--- src/rtl/assert_macros.svh ---
// Assertion helpers included by field_weaken_iq_limit.sv.
`ifndef ASSERT_MACROS_SVH
`define ASSERT_MACROS_SVH

// Check a property on every rising edge of clk, skipped while rst is high.
`define ASSERT_CLK(label, prop, msg) \
  label: assert property (@(posedge clk) disable iff (rst) (prop)) else $error(msg);

`endif

--- src/rtl/fwiq_pkg.sv ---
`timescale 1ns / 1ps
// ---------------------------------------------------------------------------
// fwiq_pkg
// Widths and configuration register indices for the field-weakening q-axis current limit.
// ---------------------------------------------------------------------------
package fwiq_pkg;
  localparam int CurW   = 15;   // current_max, rated_speed, iq_limit_pos
  localparam int MinW   = 16;   // current_min
  localparam int InW    = 16;   // id_ref, speed
  localparam int MagW   = 17;   // magnitude of a 16-bit signed value
  localparam int NegW   = 17;   // iq_limit_neg
  localparam int SqW    = 30;   // squares of current magnitudes
  localparam int IdSqW  = 31;   // square of |id_ref|, up to 2^30
  localparam int CfgIdxW = 2;
  localparam int CfgDatW = 16;

  typedef enum logic [CfgIdxW-1:0] {
    REG_CURRENT_MAX = 2'd0,
    REG_CURRENT_MIN = 2'd1,
    REG_RATED_SPEED = 2'd2,
    REG_UNUSED      = 2'd3
  } cfg_reg_t;
endpackage

--- src/rtl/fwiq_if.sv ---
`timescale 1ns / 1ps
// ---------------------------------------------------------------------------
// fwiq_in_if / fwiq_out_if
// Valid/ready channels for the input items and result items.
// ---------------------------------------------------------------------------
interface fwiq_in_if;
  logic                             valid;
  logic                             ready;
  logic signed [fwiq_pkg::InW-1:0]  id_ref;
  logic signed [fwiq_pkg::InW-1:0]  speed;
  modport source (output valid, output id_ref, output speed, input ready);
  modport sink   (input valid, input id_ref, input speed, output ready);
endinterface

interface fwiq_out_if;
  logic                             valid;
  logic                             ready;
  logic [fwiq_pkg::CurW-1:0]        iq_limit_pos;
  logic signed [fwiq_pkg::NegW-1:0] iq_limit_neg;
  modport source (output valid, output iq_limit_pos, output iq_limit_neg, input ready);
  modport sink   (input valid, input iq_limit_pos, input iq_limit_neg, output ready);
endinterface

--- src/rtl/field_weaken_iq_limit.sv ---
`timescale 1ns / 1ps
// ---------------------------------------------------------------------------
// field_weaken_iq_limit
// Positive and negative q-axis current limits under field weakening.
// ---------------------------------------------------------------------------
// Usage:
//   in_item carries id_ref and speed; out_item returns iq_limit_pos and
//   iq_limit_neg, one result item per input item, in order.
//   Registers current_max, current_min and rated_speed are written through
//   cfg_we / cfg_index / cfg_data while no item is in flight.
//   Stages from acceptance to out_item.valid: one stage for magnitudes and
//   products, 15 restoring-division stages (one quotient bit each) for
//   current_max * rated_speed / |speed|, two stages to square the quotient and
//   pick the smaller bound, 15 square-root stages (one root bit each) and the
//   output register.
//   Throughput is one item per cycle. The whole pipeline advances together
//   whenever the output register is empty or being taken; when the receiver
//   stalls with a result waiting, every stage holds and in_item.ready drops.
//   Reset clears all valid bits and the configuration registers; nothing is in flight after.
// ---------------------------------------------------------------------------
module field_weaken_iq_limit (
  input  logic                           clk,
  input  logic                           rst,
  input  logic                           cfg_we,
  input  logic [fwiq_pkg::CfgIdxW-1:0]   cfg_index,
  input  logic [fwiq_pkg::CfgDatW-1:0]   cfg_data,
  fwiq_in_if.sink                        in_item,
  fwiq_out_if.source                     out_item
);
  localparam int CW = fwiq_pkg::CurW;
  localparam int MW = fwiq_pkg::MagW;
  localparam int SW = fwiq_pkg::SqW;
  localparam int NS = fwiq_pkg::CurW;   // division and root steps

  `include "assert_macros.svh"

  // configuration
  logic [CW-1:0]              current_max;
  logic [fwiq_pkg::MinW-1:0]  current_min;
  logic [CW-1:0]              rated_speed;
  logic [SW-1:0]              cm_sq;

  always_ff @(posedge clk) begin
    if (rst) begin
      current_max <= '0;
      current_min <= '0;
      rated_speed <= '0;
      cm_sq       <= '0;
    end else begin
      cm_sq <= SW'(current_max) * SW'(current_max);
      if (cfg_we) begin
        unique case (fwiq_pkg::cfg_reg_t'(cfg_index))
          fwiq_pkg::REG_CURRENT_MAX: current_max <= cfg_data[CW-1:0];
          fwiq_pkg::REG_CURRENT_MIN: current_min <= cfg_data;
          fwiq_pkg::REG_RATED_SPEED: rated_speed <= cfg_data[CW-1:0];
          default: ;
        endcase
      end
    end
  end

  // Advance every stage when the output register is empty or being taken.
  logic out_v;
  logic adv;
  assign adv = !out_v || out_item.ready;
  assign in_item.ready = adv;

  // Stage 1: magnitudes and products.
  logic [MW-1:0] id_mag, spd_mag;
  assign id_mag  = in_item.id_ref[15] ? MW'(17'h10000 - MW'(in_item.id_ref[15:0]))
                                      : MW'(in_item.id_ref[15:0]);
  assign spd_mag = in_item.speed[15]  ? MW'(17'h10000 - MW'(in_item.speed[15:0]))
                                      : MW'(in_item.speed[15:0]);

  logic                            v1, zero1, le1;
  logic [fwiq_pkg::IdSqW-1:0]      idsq1;
  logic [SW-1:0]                   numer1;
  logic [MW-1:0]                   dv1;

  always_ff @(posedge clk) begin
    if (rst) v1 <= 1'b0;
    else if (adv) v1 <= in_item.valid;
  end
  always_ff @(posedge clk) begin
    if (adv) begin
      zero1  <= (in_item.id_ref == '0);
      le1    <= (spd_mag <= MW'(rated_speed));
      idsq1  <= fwiq_pkg::IdSqW'(id_mag) * fwiq_pkg::IdSqW'(id_mag);
      numer1 <= SW'(current_max) * SW'(rated_speed);
      dv1    <= spd_mag;
    end
  end

  // Division stages: index 0 is stage 1 seen with the top numerator half as
  // the running remainder; stage j brings in numerator bit NS-j.
  logic                         dvld  [0:NS];
  logic                         dzero [0:NS];
  logic                         dle   [0:NS];
  logic [fwiq_pkg::IdSqW-1:0]   didsq [0:NS];
  logic [SW-1:0]                dnum  [0:NS];
  logic [MW-1:0]                ddv   [0:NS];
  logic [MW-1:0]                drem  [0:NS];
  logic [CW-1:0]                dq    [0:NS];

  always_comb begin
    dvld[0]  = v1;
    dzero[0] = zero1;
    dle[0]   = le1;
    didsq[0] = idsq1;
    dnum[0]  = numer1;
    ddv[0]   = dv1;
    drem[0]  = MW'(numer1[SW-1:NS]);
    dq[0]    = '0;
  end

  for (genvar j = 1; j <= NS; j++) begin : g_div
    logic [MW:0] trial;
    logic        ge;
    assign trial = {drem[j-1], dnum[j-1][NS-j]};
    assign ge    = trial >= {1'b0, ddv[j-1]};
    always_ff @(posedge clk) begin
      if (rst) dvld[j] <= 1'b0;
      else if (adv) dvld[j] <= dvld[j-1];
    end
    always_ff @(posedge clk) begin
      if (adv) begin
        dzero[j] <= dzero[j-1];
        dle[j]   <= dle[j-1];
        didsq[j] <= didsq[j-1];
        dnum[j]  <= dnum[j-1];
        ddv[j]   <= ddv[j-1];
        drem[j]  <= ge ? MW'(trial - {1'b0, ddv[j-1]}) : MW'(trial);
        dq[j]    <= {dq[j-1][CW-2:0], ge};
      end
    end
  end

  // Square the scaled magnitude; clamp max^2 - id^2 at zero.
  logic          m1v, m1zero, m1le;
  logic [SW-1:0] qsq, iqsq;
  always_ff @(posedge clk) begin
    if (rst) m1v <= 1'b0;
    else if (adv) m1v <= dvld[NS];
  end
  always_ff @(posedge clk) begin
    if (adv) begin
      m1zero <= dzero[NS];
      m1le   <= dle[NS];
      qsq    <= SW'(dq[NS]) * SW'(dq[NS]);
      iqsq   <= (didsq[NS] >= fwiq_pkg::IdSqW'(cm_sq)) ? '0
              : SW'(fwiq_pkg::IdSqW'(cm_sq) - didsq[NS]);
    end
  end

  // Pick the smaller bound.
  logic          m2v, m2zero;
  logic [SW-1:0] m2val, lim;
  assign lim = m1le ? cm_sq : qsq;
  always_ff @(posedge clk) begin
    if (rst) m2v <= 1'b0;
    else if (adv) m2v <= m1v;
  end
  always_ff @(posedge clk) begin
    if (adv) begin
      m2zero <= m1zero;
      m2val  <= (iqsq < lim) ? iqsq : lim;
    end
  end

  // Square-root stages, two radicand bits per stage.
  logic          rvld  [0:NS];
  logic          rzero [0:NS];
  logic [SW-1:0] rval  [0:NS];
  logic [MW-1:0] rrem  [0:NS];
  logic [CW-1:0] rres  [0:NS];

  always_comb begin
    rvld[0]  = m2v;
    rzero[0] = m2zero;
    rval[0]  = m2val;
    rrem[0]  = '0;
    rres[0]  = '0;
  end

  for (genvar k = 1; k <= NS; k++) begin : g_sqrt
    logic [MW+1:0] trial;
    logic [MW+1:0] test;
    logic          ge;
    assign trial = {rrem[k-1], rval[k-1][2*(NS-k)+1 -: 2]};
    assign test  = (MW+2)'({rres[k-1], 2'b01});
    assign ge    = trial >= test;
    always_ff @(posedge clk) begin
      if (rst) rvld[k] <= 1'b0;
      else if (adv) rvld[k] <= rvld[k-1];
    end
    always_ff @(posedge clk) begin
      if (adv) begin
        rzero[k] <= rzero[k-1];
        rval[k]  <= rval[k-1];
        rrem[k]  <= ge ? MW'(trial - test) : MW'(trial);
        rres[k]  <= {rres[k-1][CW-2:0], ge};
      end
    end
  end

  // Output register; a zero d reference passes the configured limits.
  logic                    out_zero;
  logic [CW-1:0]           out_pos;
  logic [fwiq_pkg::NegW-1:0] out_neg;
  always_ff @(posedge clk) begin
    if (rst) out_v <= 1'b0;
    else if (adv) out_v <= rvld[NS];
  end
  always_ff @(posedge clk) begin
    if (adv) begin
      out_zero <= rzero[NS];
      out_pos  <= rzero[NS] ? current_max : rres[NS];
      out_neg  <= rzero[NS] ? fwiq_pkg::NegW'(current_min)
                            : fwiq_pkg::NegW'(17'h0 - fwiq_pkg::NegW'(rres[NS]));
    end
  end

  assign out_item.valid        = out_v;
  assign out_item.iq_limit_pos = out_pos;
  assign out_item.iq_limit_neg = out_neg;

  // A field-weakened result is always the exact negation of its positive half.
  `ASSERT_CLK(a_neg_mirrors_pos,
    out_v && !out_zero |-> (out_neg + fwiq_pkg::NegW'(out_pos)) == '0,
    "negative limit does not mirror positive limit")
  // An accepted item lands in stage 1 on the next edge.
  `ASSERT_CLK(a_accept_enters,
    in_item.valid && in_item.ready |=> v1,
    "accepted item missing from stage 1")
  // A waiting result holds while the receiver stalls.
  `ASSERT_CLK(a_out_holds,
    out_v && !out_item.ready |=> out_v && $stable(out_pos) && $stable(out_neg),
    "stalled result changed")
endmodule

--- src/flat_wrapper.sv ---
// flat-port wrapper written by rule: the top's interface ports become plain ports
module field_weaken_iq_limit_flat 
  (clk, rst, cfg_we, cfg_index, cfg_data, in_item_valid, in_item_id_ref, in_item_speed, in_item_ready, out_item_valid, out_item_iq_limit_pos, out_item_iq_limit_neg, out_item_ready);
  fwiq_in_if in_item_i ();
  fwiq_out_if out_item_i ();
  input  logic clk;
  input  logic rst;
  input  logic cfg_we;
  input  logic [fwiq_pkg::CfgIdxW-1:0] cfg_index;
  input  logic [fwiq_pkg::CfgDatW-1:0] cfg_data;
  input wire logic [$bits(in_item_i.valid)-1:0] in_item_valid;
  input wire logic [$bits(in_item_i.id_ref)-1:0] in_item_id_ref;
  input wire logic [$bits(in_item_i.speed)-1:0] in_item_speed;
  output wire logic [$bits(in_item_i.ready)-1:0] in_item_ready;
  output wire logic [$bits(out_item_i.valid)-1:0] out_item_valid;
  output wire logic [$bits(out_item_i.iq_limit_pos)-1:0] out_item_iq_limit_pos;
  output wire logic [$bits(out_item_i.iq_limit_neg)-1:0] out_item_iq_limit_neg;
  input wire logic [$bits(out_item_i.ready)-1:0] out_item_ready;
  assign in_item_i.valid = in_item_valid;
  assign in_item_i.id_ref = in_item_id_ref;
  assign in_item_i.speed = in_item_speed;
  assign in_item_ready = in_item_i.ready;
  assign out_item_valid = out_item_i.valid;
  assign out_item_iq_limit_pos = out_item_i.iq_limit_pos;
  assign out_item_iq_limit_neg = out_item_i.iq_limit_neg;
  assign out_item_i.ready = out_item_ready;
  field_weaken_iq_limit u_core (.clk(clk), .rst(rst), .cfg_we(cfg_we), .cfg_index(cfg_index), .cfg_data(cfg_data), .in_item(in_item_i), .out_item(out_item_i));
endmodule
--- config.mk ---
export PLATFORM = sky130hd
export DESIGN_NAME = field_weaken_iq_limit_flat
export DESIGN_NICKNAME = d
export VERILOG_FILES = /design/src/rtl/fwiq_pkg.sv /design/src/rtl/fwiq_if.sv /design/src/rtl/field_weaken_iq_limit.sv /design/src/flat_wrapper.sv
export VERILOG_INCLUDE_DIRS = /design/src /design/src/rtl
export SDC_FILE = /design/constraint.sdc
export NUM_CORES = 2
export LEC_CHECK = 0
export BUFFER_PORTS_ARGS = -buffer_cell sky130_fd_sc_hd__buf_2
export CAP_MARGIN = 20
export CORE_UTILIZATION = 55
export DETAILED_ROUTE_END_ITERATION = 8
export GPL_TIMING_DRIVEN = 0
export PLACE_DENSITY_LB_ADDON = 0.15
export SKIP_CTS_REPAIR_TIMING = 1
export SYNTH_ARGS = -nofsm -noshare
export SYNTH_HDL_FRONTEND = slang
export SYNTH_SLANG_ARGS = --single-unit
--- constraint.sdc ---
create_clock -name clk -period 59.7 [get_ports clk]
set_input_delay 5.97 -clock clk [delete_from_list [all_inputs] [get_ports clk]]
set_output_delay 5.97 -clock clk [all_outputs]
set_load 0.02 [all_outputs]
==> qor.txt <==
Share of cells above drive strength 1 = 6.591%
Synth top area share = 50.22%
Num CTS Buffers = 208
Crit path capture type = flop
Final Instance Area = 128000 um2
Worst setup startpoint = in_item_id_ref[0]
Tot GR Track Use = 22.55%
Final Critical Period = 14850 ps
Placed cell area = 121100 um2
Setup Skew = 43.26 ps
First DRT Iteration DRCs = 4633
Initial Utilization = 55.50%
Simple-Gate Fraction of Synth Area = 9.193%
Area of the die = 213800 um2
Clock Latency Late Sink = 860 ps
Netlist cell types = 103
Complex-gate fraction of the synthesized area = 7.330%
Seq pwr share = 31.3%
Root buffer selected by CTS = clkbuf_16
First-pass GRT wire length = 380000 um
Max Root-Sink Buffers = 3
EDFF count, synth = 1949
LEAKAGE = 56.75 nW
Vias in the first global route = 70326
CP dominant cell by count = fa_1
Clk network pwr share = 15.9%
Slew Limit Fails = 0
Syn_area_per_cell = 12.32 um2
Post-synthesis sequential area ratio = 52.09%
WL final = 238900 um
Worst r2r src = u_core.current_max[11]$_SDFFE_PP0P_
Max-Cap Viols = 0
GPL Wtd Cong = 0.8960
H-tree depth = 4
Die Y-Extent = 462.3 um
Final Setup Violations = 0
Sw frac = 39.49%
Logic pwr share = 52.8%
PortBufs = 86
Detailed-route via count = 69529
Worst min path class = flop to flop
Int Pwr = 4.897 mW
Core Util, Final = 60.97%
Rows = 168
Syn. warnings = 0
Number of cells on the worst reg-to-reg path = 22
Outcome = finished, final reports clean
Peak VDD IR = 0.0002441 V
Largest family of logic cells by synthesized area = adder cells
Mux cell area share after synthesis = 2.136%
Mapped Area = 116600 um2
Nets = 11372
Ports = 89
Synth area leader = edfxtp_1
F_max = 67.34 MHz
Post-route DRC = 0
Area contributors post-synth = edfxtp_1 (50%), fa_1 (11%), ha_1 (9.3%)
Synth Register Bits = 2058
Slowest stage cell, crit path = o31ai_1
Initial antenna violation count = 8
Register-to-Register Setup Slack = 51950 ps
Crit share post-route = 24.88%
Layout overhead on the synthesized area = 9.853%
Worst Tran Pin Value = 1117 ps
CP startpoint kind = input port
DR vias/cell = 5.429
Slew headroom = 25.54%
Detailed-placement wirelength estimate = 181300 um
Ys flop type = edfxtp_1
Synth Area in XOR/XNOR = 3.840%
Die width = 462.3 um
CTS tree = done
Synth Instances = 9460
Placed cells = 12401
Worst-path maximum fanout = 10
RSZ-0062 raised after global routing = no
Post-Layout Cell Count = 12808
Power Density = 63.20 nW/um2
GRT overflow = 0
Max incr delay on CP = 630 ps
Core Box Area = 210000 um2
Switching power = 3.195 mW
WP data arrival = 15440 ps
Largest net degree at the start of global routing = 133
Adder-cell area share of the yosys netlist = 20.39%
Antenna Nets Post-Route = 0
CP Class = input port to flop
Critical Path RT = 60290 ps
DR WL/cell = 18.65 um
Setup Total Neg Slack = 0 ps
Async S/R FF share, synth = 0%
Critical path destination = u_core.idsq1[30]$_DFFE_PP_
Reg2Reg Capture Point = u_core.cm_sq[27]$_SDFF_PP0_
CTS clk-pin slew, worst paths = 60 ps
Clock Sinks = 2058
Hold Vio Cnt, Final = 0
DRT Pass-1 Iters = 6
## layout make-up
cell class | instances | area [um2]
Clock inverter | 140 | 1486
Timing Repair Buffer | 103 | 898.4
Buffer | 223 | 897.1
Antenna cell | 19 | 47.55
Sequential cell | 2058 | 60710
Fill cell | 16461 | 81960
Inverter | 1322 | 4962
Multi-Input combinational cell | 5890 | 50120
Clock buffer | 248 | 5408
Tap cell | 2805 | 3510
## critical path: cells and delay by family
| kind | cells | cell delay [ps] |
|---|---|---|
| adder cells (fa/ha/maj) | 8 | 3570 |
| AND/OR/NAND/NOR | 9 | 2040 |
| AO/OA/AOI/OAI | 3 | 1480 |
| XOR/XNOR | 1 | 190 |
| buffers and inverters | 9 | 1960 |
| multiplexers | 1 | 220 |
## metrics by stage
stage / power (mW) / worst slack [ps] / hold WS [ps]
6_report: 8.092 / 44850 / 393.9
5_1_grt: 8.833 / 44310 / 397.0
4_1_cts: 8.155 / 44860 / 390.5
3_5_place_dp: 6.766 / 43970 / 404.5
3_3_place_gp: 6.713 / 12080 / 400.3
2_1_floorplan: 5.764 / 23080 / 400.3
## power by group through the flow
stage | Combinational (mW) | Sequential, mW | Clock (mW)
4_1_cts | 4.29 | 2.53 | 1.33
2_1_floorplan | 3.31 | 2.46 | 0
3_5_place_dp | 4.21 | 2.56 | 0
3_3_place_gp | 4.17 | 2.54 | 0
5_1_grt | 4.88 | 2.58 | 1.38
6_report | 4.27 | 2.53 | 1.29
## how the worst min path moves through the flow
stage,start,depth (start not counted),endpoint
2_1_floorplan,u_core.didsq[31]$_DFFE_PP_,0,u_core.didsq[0]$_DFFE_PP_
3_3_place_gp,u_core.didsq[367]$_DFFE_PP_,0,u_core.didsq[336]$_DFFE_PP_
3_5_place_dp,u_core.didsq[138]$_DFFE_PP_,0,u_core.didsq[107]$_DFFE_PP_
4_1_cts,u_core.rval[189]$_DFFE_PP_,0,u_core.g_sqrt[11].trial[1]$_DFFE_PP_
5_1_grt,u_core.dq[91]$_DFFE_PP_,0,u_core.dq[77]$_DFFE_PP_
6_report,u_core.rval[189]$_DFFE_PP_,0,u_core.g_sqrt[11].trial[1]$_DFFE_PP_
## cell usage after synthesis (all sizes together) (38+ instances only)
master	n
o31ai	40
mux2i	80
o21ai	313
nor2	519
a211oi	38
clkbuf	190
inv	1314
dfxtp	109
nor4	43
edfxtp	1949
fa	647
nand4	80
nor3	143
xnor2	310
xor2	198
and2	203
a21o	165
a21oi	510
nand3	91
nor2b	96
ha	864
o21a	82
mux2	148
nand2b	89
nand2	738
or3	62
## per-layer routing
layer | global-route usage [%] | share of wire, % | vias to the layer above
li1 | - | - | 33442
met1 | 29.41 | 42 | 34102
met2 | 37.84 | 48 | 1548
met3 | 3.197 | 4.8 | 433
met4 | 9.465 | 4.3 | 4
met5 | 0 | 0.011 | -
## cells in the final DEF (no fill, tap or decap), types with 39 or more instances in the layout
cell	instances
inv_1	1310
o21ai_0	301
edfxtp_1	1949
a21oi_1	509
and2_1	202
nand3_1	91
mux2_2	139
ha_1	864
nor4_1	43
clkbuf_16	209
fa_1	647
o31ai_1	39
nand4_1	80
or3_1	60
nand2b_1	89
xnor2_1	309
nor2b_1	96
nor2_1	518
nor3_1	141
clkinv_1	50
mux2i_1	80
nand2_1	738
a21o_1	165
clkbuf_1	224
o21a_1	82
xor2_1	197
dfxtp_1	109
buf_2	108
## kinds of logic (layout without fill, tap and decap cells)
| group | Yosys count | in the layout |
|---|---|---|
| and+or+nand+nor | 2222 | 2222 |
| DFF | 2058 | 2058 |
| buffers and inverters | 1545 | 2036 |
| adders and majority gates | 1511 | 1511 |
| AOI/OAI and AO/OA | 1386 | 1386 |
| xor gates and xnor gates | 508 | 508 |
| muxes | 228 | 228 |
| other | 2 | 54 |
## registers in the layout, summed over array words and instances, names as in the netlist, 16 cells and up
name,cells
u_core.iqsq,30
u_core.out_item.iq_limit_neg,17
u_core.dnum,105
u_core.didsq,450
u_core.idsq1,30
u_core.drem,238
u_core.rval,182
u_core.numer1,30
u_core.m2val,30
u_core.ddv,238
u_core.dq,120
u_core.g_sqrt.test,105
u_core.cm_sq,29
u_core.qsq,29
u_core.dv1,17
u_core.current_min,16
u_core.g_sqrt.trial,248
Note: power is estimated with default switching activity, not from simulation.
